<file path="config.mk">
export PLATFORM = sky130hd
export DESIGN_NAME = greedy_text_line_justifier_core
export DESIGN_NICKNAME = d
export VERILOG_FILES = /design/src/sv/gtlj_pkg.sv /design/src/sv/greedy_text_line_justifier_core.sv
export VERILOG_INCLUDE_DIRS = /design/src /design/src/sv
export SDC_FILE = /design/constraint.sdc
export NUM_CORES = 1
export LEC_CHECK = 0
export BUFFER_PORTS_ARGS = -buffer_cell sky130_fd_sc_hd__buf_2
export CORE_AREA = 4 4 342 209
export DETAILED_ROUTE_END_ITERATION = 8
export DIE_AREA = 0 0 346 213
export GPL_TIMING_DRIVEN = 0
export PLACE_DENSITY = 0.42
export SLEW_MARGIN = 20
export SYNTH_ARGS = -nofsm -noshare
export SYNTH_HDL_FRONTEND = slang
export SYNTH_SLANG_ARGS = --single-unit
</file>
<file path="constraint.sdc">
create_clock -name clk -period 5.7 [get_ports clk]
set_clock_uncertainty 0.15 [all_clocks]
set_input_delay 1.14 -clock clk [delete_from_list [all_inputs] [get_ports clk]]
set_output_delay 1.14 -clock clk [all_outputs]
set_load 0.02 [all_outputs]
</file>
<file path="src/sv/greedy_text_line_justifier_core_defines.svh">
// Assertion macros shared by the line justifier RTL.
`ifndef GREEDY_TEXT_LINE_JUSTIFIER_CORE_DEFINES_SVH
`define GREEDY_TEXT_LINE_JUSTIFIER_CORE_DEFINES_SVH

// Same-cycle implication, checked outside of reset.
`define GTLJ_ASSERT_IMP(lbl, clk_s, rst_s, ante, cons) \
    lbl: assert property (@(posedge clk_s) disable iff (!rst_s) (ante) |-> (cons)) \
        else $error("line justifier assertion failed");

// Next-cycle implication, checked outside of reset.
`define GTLJ_ASSERT_NXT(lbl, clk_s, rst_s, ante, cons) \
    lbl: assert property (@(posedge clk_s) disable iff (!rst_s) (ante) |=> (cons)) \
        else $error("line justifier assertion failed");

`endif

</file>
<file path="src/sv/gtlj_pkg.sv">
`default_nettype none
package gtlj_pkg;

    // Field widths.
    localparam int LEN_W   = 7;
    localparam int SPACE_W = 6;
    localparam int SUM_W   = 9;

    // Largest usable line width.
    localparam int WIDTH_MAX = 64;

    // Default buffer depth in words.
    localparam int LINE_WORDS_DEF = 32;

    // Configuration port.
    localparam int ADDR_W = 3;
    localparam int DATA_W = 32;
    localparam logic [LEN_W-1:0] LINE_WIDTH_RESET = 7'd16;

    // Register index decoded from paddr[2].
    localparam logic REG_LINE_WIDTH = 1'b0;

    // Sequencer states.
    typedef enum logic [7:0] {
        ST_IDLE   = 8'b0000_0001,
        ST_CHECK  = 8'b0000_0010,
        ST_JPREP  = 8'b0000_0100,
        ST_JDIV   = 8'b0000_1000,
        ST_JEMIT  = 8'b0001_0000,
        ST_APPEND = 8'b0010_0000,
        ST_LPREP  = 8'b0100_0000,
        ST_LEMIT  = 8'b1000_0000
    } state_t;

    // Clamp a space count to the output field.
    function automatic logic [SPACE_W-1:0] sat_spaces(input logic [LEN_W:0] sp);
        logic [SPACE_W-1:0] r;
        begin
            if (sp > (LEN_W+1)'({SPACE_W{1'b1}}))
            begin
                r = {SPACE_W{1'b1}};
            end
            else
            begin
                r = sp[SPACE_W-1:0];
            end
            return r;
        end
    endfunction

endpackage
`default_nettype wire

</file>
<file path="src/sv/greedy_text_line_justifier_core.sv">
// A word that closes no line passes the check and append states and yields no transaction.
// Closing a justified line adds a prepare state, then restoring divider steps when the free
// space covers the inner gaps, then one emit per buffered word; a final left-justified line
// adds a prepare state plus one emit per word. Throughput: one word at a time; a new word is
// stalled until the last one and any line it closes are emitted; emits wait on result_stall.
// Reset: control state clears, line_width returns to 16; buffer contents stay undefined.
`default_nettype none
`include "greedy_text_line_justifier_core_defines.svh"
module greedy_text_line_justifier_core #(
    parameter int LINE_WORDS = gtlj_pkg::LINE_WORDS_DEF
) (
    input  wire logic                        clk,
    input  wire logic                        rst_n,
    // Configuration port
    input  wire logic                        psel,
    input  wire logic                        penable,
    input  wire logic                        pwrite,
    input  wire logic [gtlj_pkg::ADDR_W-1:0] paddr,
    input  wire logic [gtlj_pkg::DATA_W-1:0] pwdata,
    output logic      [gtlj_pkg::DATA_W-1:0] prdata,
    output logic                             pready,
    // Word channel
    input  wire logic                        word_valid,
    output logic                             word_stall,
    input  wire logic [gtlj_pkg::LEN_W-1:0]  word_length,
    input  wire logic                        final_word,
    // Result channel
    output logic                             result_valid,
    input  wire logic                        result_stall,
    output logic      [gtlj_pkg::LEN_W-1:0]  out_word_length,
    output logic      [gtlj_pkg::SPACE_W-1:0] spaces_after,
    output logic                             line_end,
    output logic                             left_justified_line,
    output logic                             run_last
);
    import gtlj_pkg::*;

    localparam int CW = $clog2(LINE_WORDS + 1);
    localparam int AW = (LINE_WORDS > 1) ? $clog2(LINE_WORDS) : 1;
    localparam int DIV_STEPS = LEN_W;
    localparam int DC_W = $clog2(DIV_STEPS);

    // Registers
    state_t              state_reg, state_next;
    logic [LEN_W-1:0]    line_width_reg;
    logic [LEN_W-1:0]    len_reg, len_next;
    logic                fin_reg, fin_next;
    logic [CW-1:0]       words_reg, words_next;
    logic [LEN_W-1:0]    letters_reg, letters_next;
    logic [CW-1:0]       idx_reg, idx_next;
    logic [CW-1:0]       gaps_reg, gaps_next;
    logic [LEN_W-1:0]    pad_reg, pad_next;
    logic [LEN_W-1:0]    quot_reg, quot_next;
    logic [CW-1:0]       rem_reg, rem_next;
    logic [DC_W-1:0]     dcnt_reg, dcnt_next;

    logic                out_valid_reg, out_valid_next;
    logic [LEN_W-1:0]    out_len_reg, out_len_next;
    logic [SPACE_W-1:0]  out_sp_reg, out_sp_next;
    logic                out_end_reg, out_end_next;
    logic                out_left_reg, out_left_next;
    logic                out_last_reg, out_last_next;

    // Line buffer
    logic [LEN_W-1:0]    line_word_lengths_mem [LINE_WORDS];
    logic [LEN_W-1:0]    rd_data_reg;
    logic [AW-1:0]       rd_addr;
    logic                mem_we;

    logic                cfg_write;
    logic                word_accept;
    logic                out_load;
    logic [LEN_W-1:0]    eff_w;
    logic [SUM_W-1:0]    fit_sum;
    logic [SUM_W-1:0]    used_sum;
    logic [LEN_W-1:0]    freesp;
    logic                last_word;
    logic [CW:0]         trial;
    logic                trial_ge;
    logic [LEN_W:0]      just_sp;

    // Configuration port: one register, writes decoded on paddr[2].
    assign pready    = 1'b1;
    assign cfg_write = psel && penable && pwrite && pready;

    always_comb
    begin
        prdata = '0;
        if (paddr[2] == REG_LINE_WIDTH)
        begin
            prdata[LEN_W-1:0] = line_width_reg;
        end
    end

    always_ff @(posedge clk or negedge rst_n)
    begin
        if (!rst_n)
        begin
            line_width_reg <= LINE_WIDTH_RESET;
        end
        else if (cfg_write && (paddr[2] == REG_LINE_WIDTH))
        begin
            line_width_reg <= pwdata[LEN_W-1:0];
        end
    end

    // Effective width, clamped to 1..WIDTH_MAX.
    always_comb
    begin
        if (line_width_reg == '0)
        begin
            eff_w = LEN_W'(1);
        end
        else if ({2'b00, line_width_reg} > SUM_W'(WIDTH_MAX))
        begin
            eff_w = LEN_W'(WIDTH_MAX);
        end
        else
        begin
            eff_w = line_width_reg;
        end
    end

    // Handshakes.
    assign word_stall  = (state_reg != ST_IDLE);
    assign word_accept = word_valid && !word_stall;
    assign out_load    = !out_valid_reg || !result_stall;

    // Shared arithmetic: fit test, free space, used width and one divider step.
    assign fit_sum  = SUM_W'(letters_reg) + SUM_W'(words_reg) + SUM_W'(len_reg);
    assign used_sum = SUM_W'(letters_reg) + SUM_W'(words_reg) - SUM_W'(1);
    assign freesp   = (eff_w > letters_reg) ? (eff_w - letters_reg) : '0;
    assign trial    = {rem_reg, quot_reg[LEN_W-1]};
    assign trial_ge = (trial >= {1'b0, gaps_reg});
    assign last_word = ((idx_reg + CW'(1)) == words_reg);

    // Justified spacing of the current word.
    always_comb
    begin
        if (words_reg == CW'(1))
        begin
            just_sp = {1'b0, pad_reg};
        end
        else if (idx_reg < gaps_reg)
        begin
            just_sp = {1'b0, quot_reg} + ((idx_reg < rem_reg) ? (LEN_W+1)'(1) : '0);
        end
        else
        begin
            just_sp = '0;
        end
    end

    // Sequencer.
    always_comb
    begin
        state_next     = state_reg;
        len_next       = len_reg;
        fin_next       = fin_reg;
        words_next     = words_reg;
        letters_next   = letters_reg;
        idx_next       = idx_reg;
        gaps_next      = gaps_reg;
        pad_next       = pad_reg;
        quot_next      = quot_reg;
        rem_next       = rem_reg;
        dcnt_next      = dcnt_reg;
        mem_we         = 1'b0;
        out_valid_next = out_valid_reg && result_stall;
        out_len_next   = out_len_reg;
        out_sp_next    = out_sp_reg;
        out_end_next   = out_end_reg;
        out_left_next  = out_left_reg;
        out_last_next  = out_last_reg;

        unique case (state_reg)
            ST_IDLE:
            begin
                idx_next = '0;
                if (word_accept)
                begin
                    len_next   = word_length;
                    fin_next   = final_word;
                    state_next = ST_CHECK;
                end
            end
            ST_CHECK:
            begin
                if ((words_reg != '0) &&
                    ((words_reg >= CW'(LINE_WORDS)) || (fit_sum > SUM_W'(eff_w))))
                begin
                    state_next = ST_JPREP;
                end
                else
                begin
                    state_next = ST_APPEND;
                end
            end
            ST_JPREP:
            begin
                gaps_next = words_reg - CW'(1);
                pad_next  = freesp;
                rem_next  = '0;
                dcnt_next = '0;
                if (words_reg == CW'(1))
                begin
                    state_next = ST_JEMIT;
                end
                else if ({{(SUM_W-LEN_W){1'b0}}, freesp} < SUM_W'(words_reg - CW'(1)))
                begin
                    quot_next  = LEN_W'(1);
                    state_next = ST_JEMIT;
                end
                else
                begin
                    quot_next  = freesp;
                    state_next = ST_JDIV;
                end
            end
            ST_JDIV:
            begin
                // One restoring division step per cycle.
                quot_next = {quot_reg[LEN_W-2:0], trial_ge};
                rem_next  = trial_ge ? CW'(trial - {1'b0, gaps_reg}) : trial[CW-1:0];
                dcnt_next = dcnt_reg + DC_W'(1);
                if (dcnt_reg == DC_W'(DIV_STEPS - 1))
                begin
                    state_next = ST_JEMIT;
                end
            end
            ST_JEMIT:
            begin
                if (out_load)
                begin
                    out_valid_next = 1'b1;
                    out_len_next   = rd_data_reg;
                    out_sp_next    = sat_spaces(just_sp);
                    out_end_next   = last_word;
                    out_left_next  = 1'b0;
                    out_last_next  = last_word && !fin_reg;
                    idx_next       = idx_reg + CW'(1);
                    if (last_word)
                    begin
                        words_next   = '0;
                        letters_next = '0;
                        idx_next     = '0;
                        state_next   = ST_APPEND;
                    end
                end
            end
            ST_APPEND:
            begin
                mem_we       = 1'b1;
                words_next   = words_reg + CW'(1);
                letters_next = letters_reg + len_reg;
                idx_next     = '0;
                state_next   = fin_reg ? ST_LPREP : ST_IDLE;
            end
            ST_LPREP:
            begin
                pad_next = (SUM_W'(eff_w) > used_sum) ? LEN_W'(SUM_W'(eff_w) - used_sum) : '0;
                state_next = ST_LEMIT;
            end
            ST_LEMIT:
            begin
                if (out_load)
                begin
                    out_valid_next = 1'b1;
                    out_len_next   = rd_data_reg;
                    out_sp_next    = last_word ? sat_spaces({1'b0, pad_reg}) : SPACE_W'(1);
                    out_end_next   = last_word;
                    out_left_next  = 1'b1;
                    out_last_next  = last_word;
                    idx_next       = idx_reg + CW'(1);
                    if (last_word)
                    begin
                        words_next   = '0;
                        letters_next = '0;
                        idx_next     = '0;
                        state_next   = ST_IDLE;
                    end
                end
            end
            default:
            begin
                state_next = ST_IDLE;
            end
        endcase
    end

    // Control registers.
    always_ff @(posedge clk or negedge rst_n)
    begin
        if (!rst_n)
        begin
            state_reg     <= ST_IDLE;
            words_reg     <= '0;
            letters_reg   <= '0;
            idx_reg       <= '0;
            dcnt_reg      <= '0;
            out_valid_reg <= 1'b0;
        end
        else
        begin
            state_reg     <= state_next;
            words_reg     <= words_next;
            letters_reg   <= letters_next;
            idx_reg       <= idx_next;
            dcnt_reg      <= dcnt_next;
            out_valid_reg <= out_valid_next;
        end
    end

    // Payload registers.
    always_ff @(posedge clk)
    begin
        len_reg      <= len_next;
        fin_reg      <= fin_next;
        gaps_reg     <= gaps_next;
        pad_reg      <= pad_next;
        quot_reg     <= quot_next;
        rem_reg      <= rem_next;
        out_len_reg  <= out_len_next;
        out_sp_reg   <= out_sp_next;
        out_end_reg  <= out_end_next;
        out_left_reg <= out_left_next;
        out_last_reg <= out_last_next;
    end

    // Line buffer: one write port, one registered read port that prefetches the next word.
    assign rd_addr = idx_next[AW-1:0];

    always_ff @(posedge clk)
    begin
        if (mem_we)
        begin
            line_word_lengths_mem[words_reg[AW-1:0]] <= len_reg;
        end
        rd_data_reg <= line_word_lengths_mem[rd_addr];
    end

    // Result outputs.
    assign result_valid        = out_valid_reg;
    assign out_word_length     = out_len_reg;
    assign spaces_after        = out_sp_reg;
    assign line_end            = out_end_reg;
    assign left_justified_line = out_left_reg;
    assign run_last            = out_last_reg;

    // Checks.
    `GTLJ_ASSERT_IMP(a_words_bounded, clk, rst_n, 1'b1, words_reg <= CW'(LINE_WORDS))
    `GTLJ_ASSERT_IMP(a_emit_in_range, clk, rst_n,
        (state_reg == ST_JEMIT) || (state_reg == ST_LEMIT), idx_reg < words_reg)
    `GTLJ_ASSERT_IMP(a_div_rem_below, clk, rst_n, state_reg == ST_JDIV, rem_reg < gaps_reg)
    `GTLJ_ASSERT_NXT(a_accept_to_check, clk, rst_n, word_accept, state_reg == ST_CHECK)

endmodule
`default_nettype wire
</file>
==> reports/results.txt <==
grt met3 use -> 4.24%
wire per inst -> 22.9 um
RSZ-0062 raised after global routing -> no
status -> finished, final reports clean
total core area -> 68,000 um2
share of flip-flops with an asynchronous set or reset -> 11.9%
share of layout cells above drive strength 1 -> 12.6%
Worst Setup EP -> rd_data_reg[0]$_DFF_P_
post-cts hold buffer count -> 0
Startpoint Class -> flip-flop
die height -> 213 um
Iter 0 DRT Violations -> 1,660
DRT Wirelength -> 57,400 um
HP Class -> reg -> reg
dpl hpwl -> 43,900 um
Avg Inst Size Synth -> 11.7 um2
CTS clk-pin slew, worst paths -> 0.06 ns
synth warn -> 0
Synth area leader -> edfxtp_1
Fin. Hold Viols -> 0
clk buf depth -> 3
fillers -> 7,016
Final Setup Violations -> 0
Synth top area share -> 48.5%
number of flip-flops in the largest register -> 224
Max Fclk -> 203 MHz
Antenna Cells -> 0
Period Utilization, post-route -> 86.3%
Worst-Skew Late Latency -> 0.54 ns
top-level port count -> 101
nets@finish -> 1,692
register-to-register setup slack -> 0.78 ns
gr usage total -> 15.3%
worst hold margin -> 0.256 ns
ranking of synthesized cells by area -> edfxtp_1, dfrtp_1, ha_1, a22oi_1, a22o_1
most frequent cells in the layout -> edfxtp_1, nand2_1, nor2_1, a22oi_1, ha_1
DIE WIDTH -> 346 um
antenna violations before repair -> 0
Synth cell types -> 88
total CTS buffers -> 35
Mapped Cells -> 1,445
top_reg_cell synth -> edfxtp_1
GPL Wtd Cong -> 0.822
IO Port Bufs -> 47
area occupied by registers -> 9320 um2
Worst-Margin Slew -> 1.11 ns
Final ANT Viol Nets -> 0
drt drc -> 0
Initial Util -> 25.0%
number of max-cap violations -> 0
TNS Setup -> 0 ns
drt first pass iters -> 8
Cell Rows -> 74
EDFF count, synth -> 274
Total Power -> 9.79 mW
vias in the first global route -> 12,000
Global Route met1 Usage -> 26.4%
leak pwr -> 7.40 nW
CTS resizes -> 0
grt ovf -> 0
first-pass GRT wire length -> 83,500 um
reg2reg path depth -> 12
maximum VDD drop -> 0.250 mV
Sink Count -> 319
Syn-to-layout area delta -> 16.4%
Setup Crit Path Kind -> reg -> reg
R2R Path End -> rd_data_reg[0]$_DFF_P_
Seq cells post-synth -> 319
largest net degree at the start of global routing -> 39
sequential fraction of the synthesis area -> 55.0%
met2 Use GR -> 17.6%
H-Tree Depth -> 2
Post-CTS Setup Bufs -> 0
worst setup path startpoint -> idx_reg[0]$_DFF_PN0_
Max-Slew Margin vs Limit -> 25.4%
Worst R2R Start -> idx_reg[0]$_DFF_PN0_
layer with the highest usage -> met1
multi-input logic area -> 6910 um2
Die ar. -> 73,700 um2
synthesized area -> 17,000 um2
Hold Path Depth -> 0
most common cell after layout, fill and taps aside -> edfxtp_1
CTS tree -> built
routed vias/inst -> 5.14
Final Slew Violations -> 0
PwrDens -> 496 nW/um2
final worst path period need -> 4.92 ns
WP data required -> 5.88 ns
DR vias -> 12,900
clk root buf -> clkbuf_16
crit-path max FO -> 10
Worst EP arrival -> 5.10 ns
Crit. End Element -> flip-flop
## layout make-up
type,count,share of cell area [%]
Sequential cell,319,47.2
Multi-Input combinational cell,966,35.0
Tap cell,912,5.78
Clock buffer,45,4.68
Buffer,118,2.95
Timing Repair Buffer,62,2.32
Inverter,66,1.25
Clock inverter,18,0.780
## report_power, final
part | total [mW] | internal, mW | switching, mW
combinational | 4.59 | 1.70 | 2.89
sequential | 2.96 | 2.80 | 0.160
clock | 2.24 | 1.24 | 0.993
total | 9.79 | 5.75 | 4.04
## cell families after synthesis
logic type | Yosys count | synth area share (%)
flops | 319 | 55.0
compound gates | 426 | 18.9
fa+ha+maj | 81 | 6.06
buf+inv | 184 | 4.90
simple gates | 337 | 9.49
mux | 38 | 2.31
xor+xnor | 58 | 3.31
other cells | 2 | 0.0443
## worst max-delay path, cell delays in order (launching register included)
cell	delay, ns
dfrtp_1	0.48
ha_1	0.34
xnor2_1	0.26
xor2_1	0.21
and4_1	0.28
a21oi_1	0.18
a21boi_1	0.64
inv_2	0.13
nand2_1	0.26
clkbuf_1	0.64
o22ai_1	0.45
nor4_1	0.52
a41oi_1	0.18
## worst min-delay path by stage
| stage | startpoint | endpoint | slack, ns |
|---|---|---|---|
| floorplan | rd_data_reg[0]$_DFF_P_ | out_word_length[0]$_DFFE_PP_ | 0.24 |
| global placement | rd_data_reg[6]$_DFF_P_ | out_word_length[6]$_DFFE_PP_ | 0.25 |
| detailed placement | rd_data_reg[4]$_DFF_P_ | out_word_length[4]$_DFFE_PP_ | 0.24 |
| CTS | rd_data_reg[4]$_DFF_P_ | out_word_length[4]$_DFFE_PP_ | 0.26 |
| global route | rd_data_reg[5]$_DFF_P_ | out_word_length[5]$_DFFE_PP_ | 0.26 |
| finish | rd_data_reg[4]$_DFF_P_ | out_word_length[4]$_DFFE_PP_ | 0.26 |
## metal layers
| layer | routed length, um | vias up |
|---|---|---|
| li1 | - | 5774 |
| met1 | 31400 | 6526 |
| met2 | 19200 | 539 |
| met3 | 6020 | 47 |
| met4 | 682 | 2 |
| met5 | 145 | - |
## through the flow
stage	worst slack (ns)	utilization [%]	cell area, um2	cells
2_1_floorplan	1.78	-	17100	1469
3_3_place_gp	0.180	27.1	18400	2428
3_5_place_dp	0.617	27.4	18600	2442
4_1_cts	0.824	29.0	19700	2505
5_1_grt	0.405	29.1	19700	2506
6_report	0.780	29.1	19700	2506
## cell usage after synthesis (all sizes together), types with 8 or more instances
cell type and count:
a211oi 11, o211ai 12, mux2 9, nor2b 17, a22o 46, o21ai 65
nor2 104, nand3 21, a21o 15, inv 66, nor3 9, nor4 9
dfrtp 36, a21oi 55, a22oi 71, a221oi 8, xnor2 34, nand2b 14
o22ai 12, buf 63, ha 70, and3 10, xor2 22, mux2i 29
clkbuf 55, o31ai 8, a222oi 37, edfxtp 274, nand2 103, a221o 15
a31oi 9
Note: power is estimated with default switching activity, not from simulation.
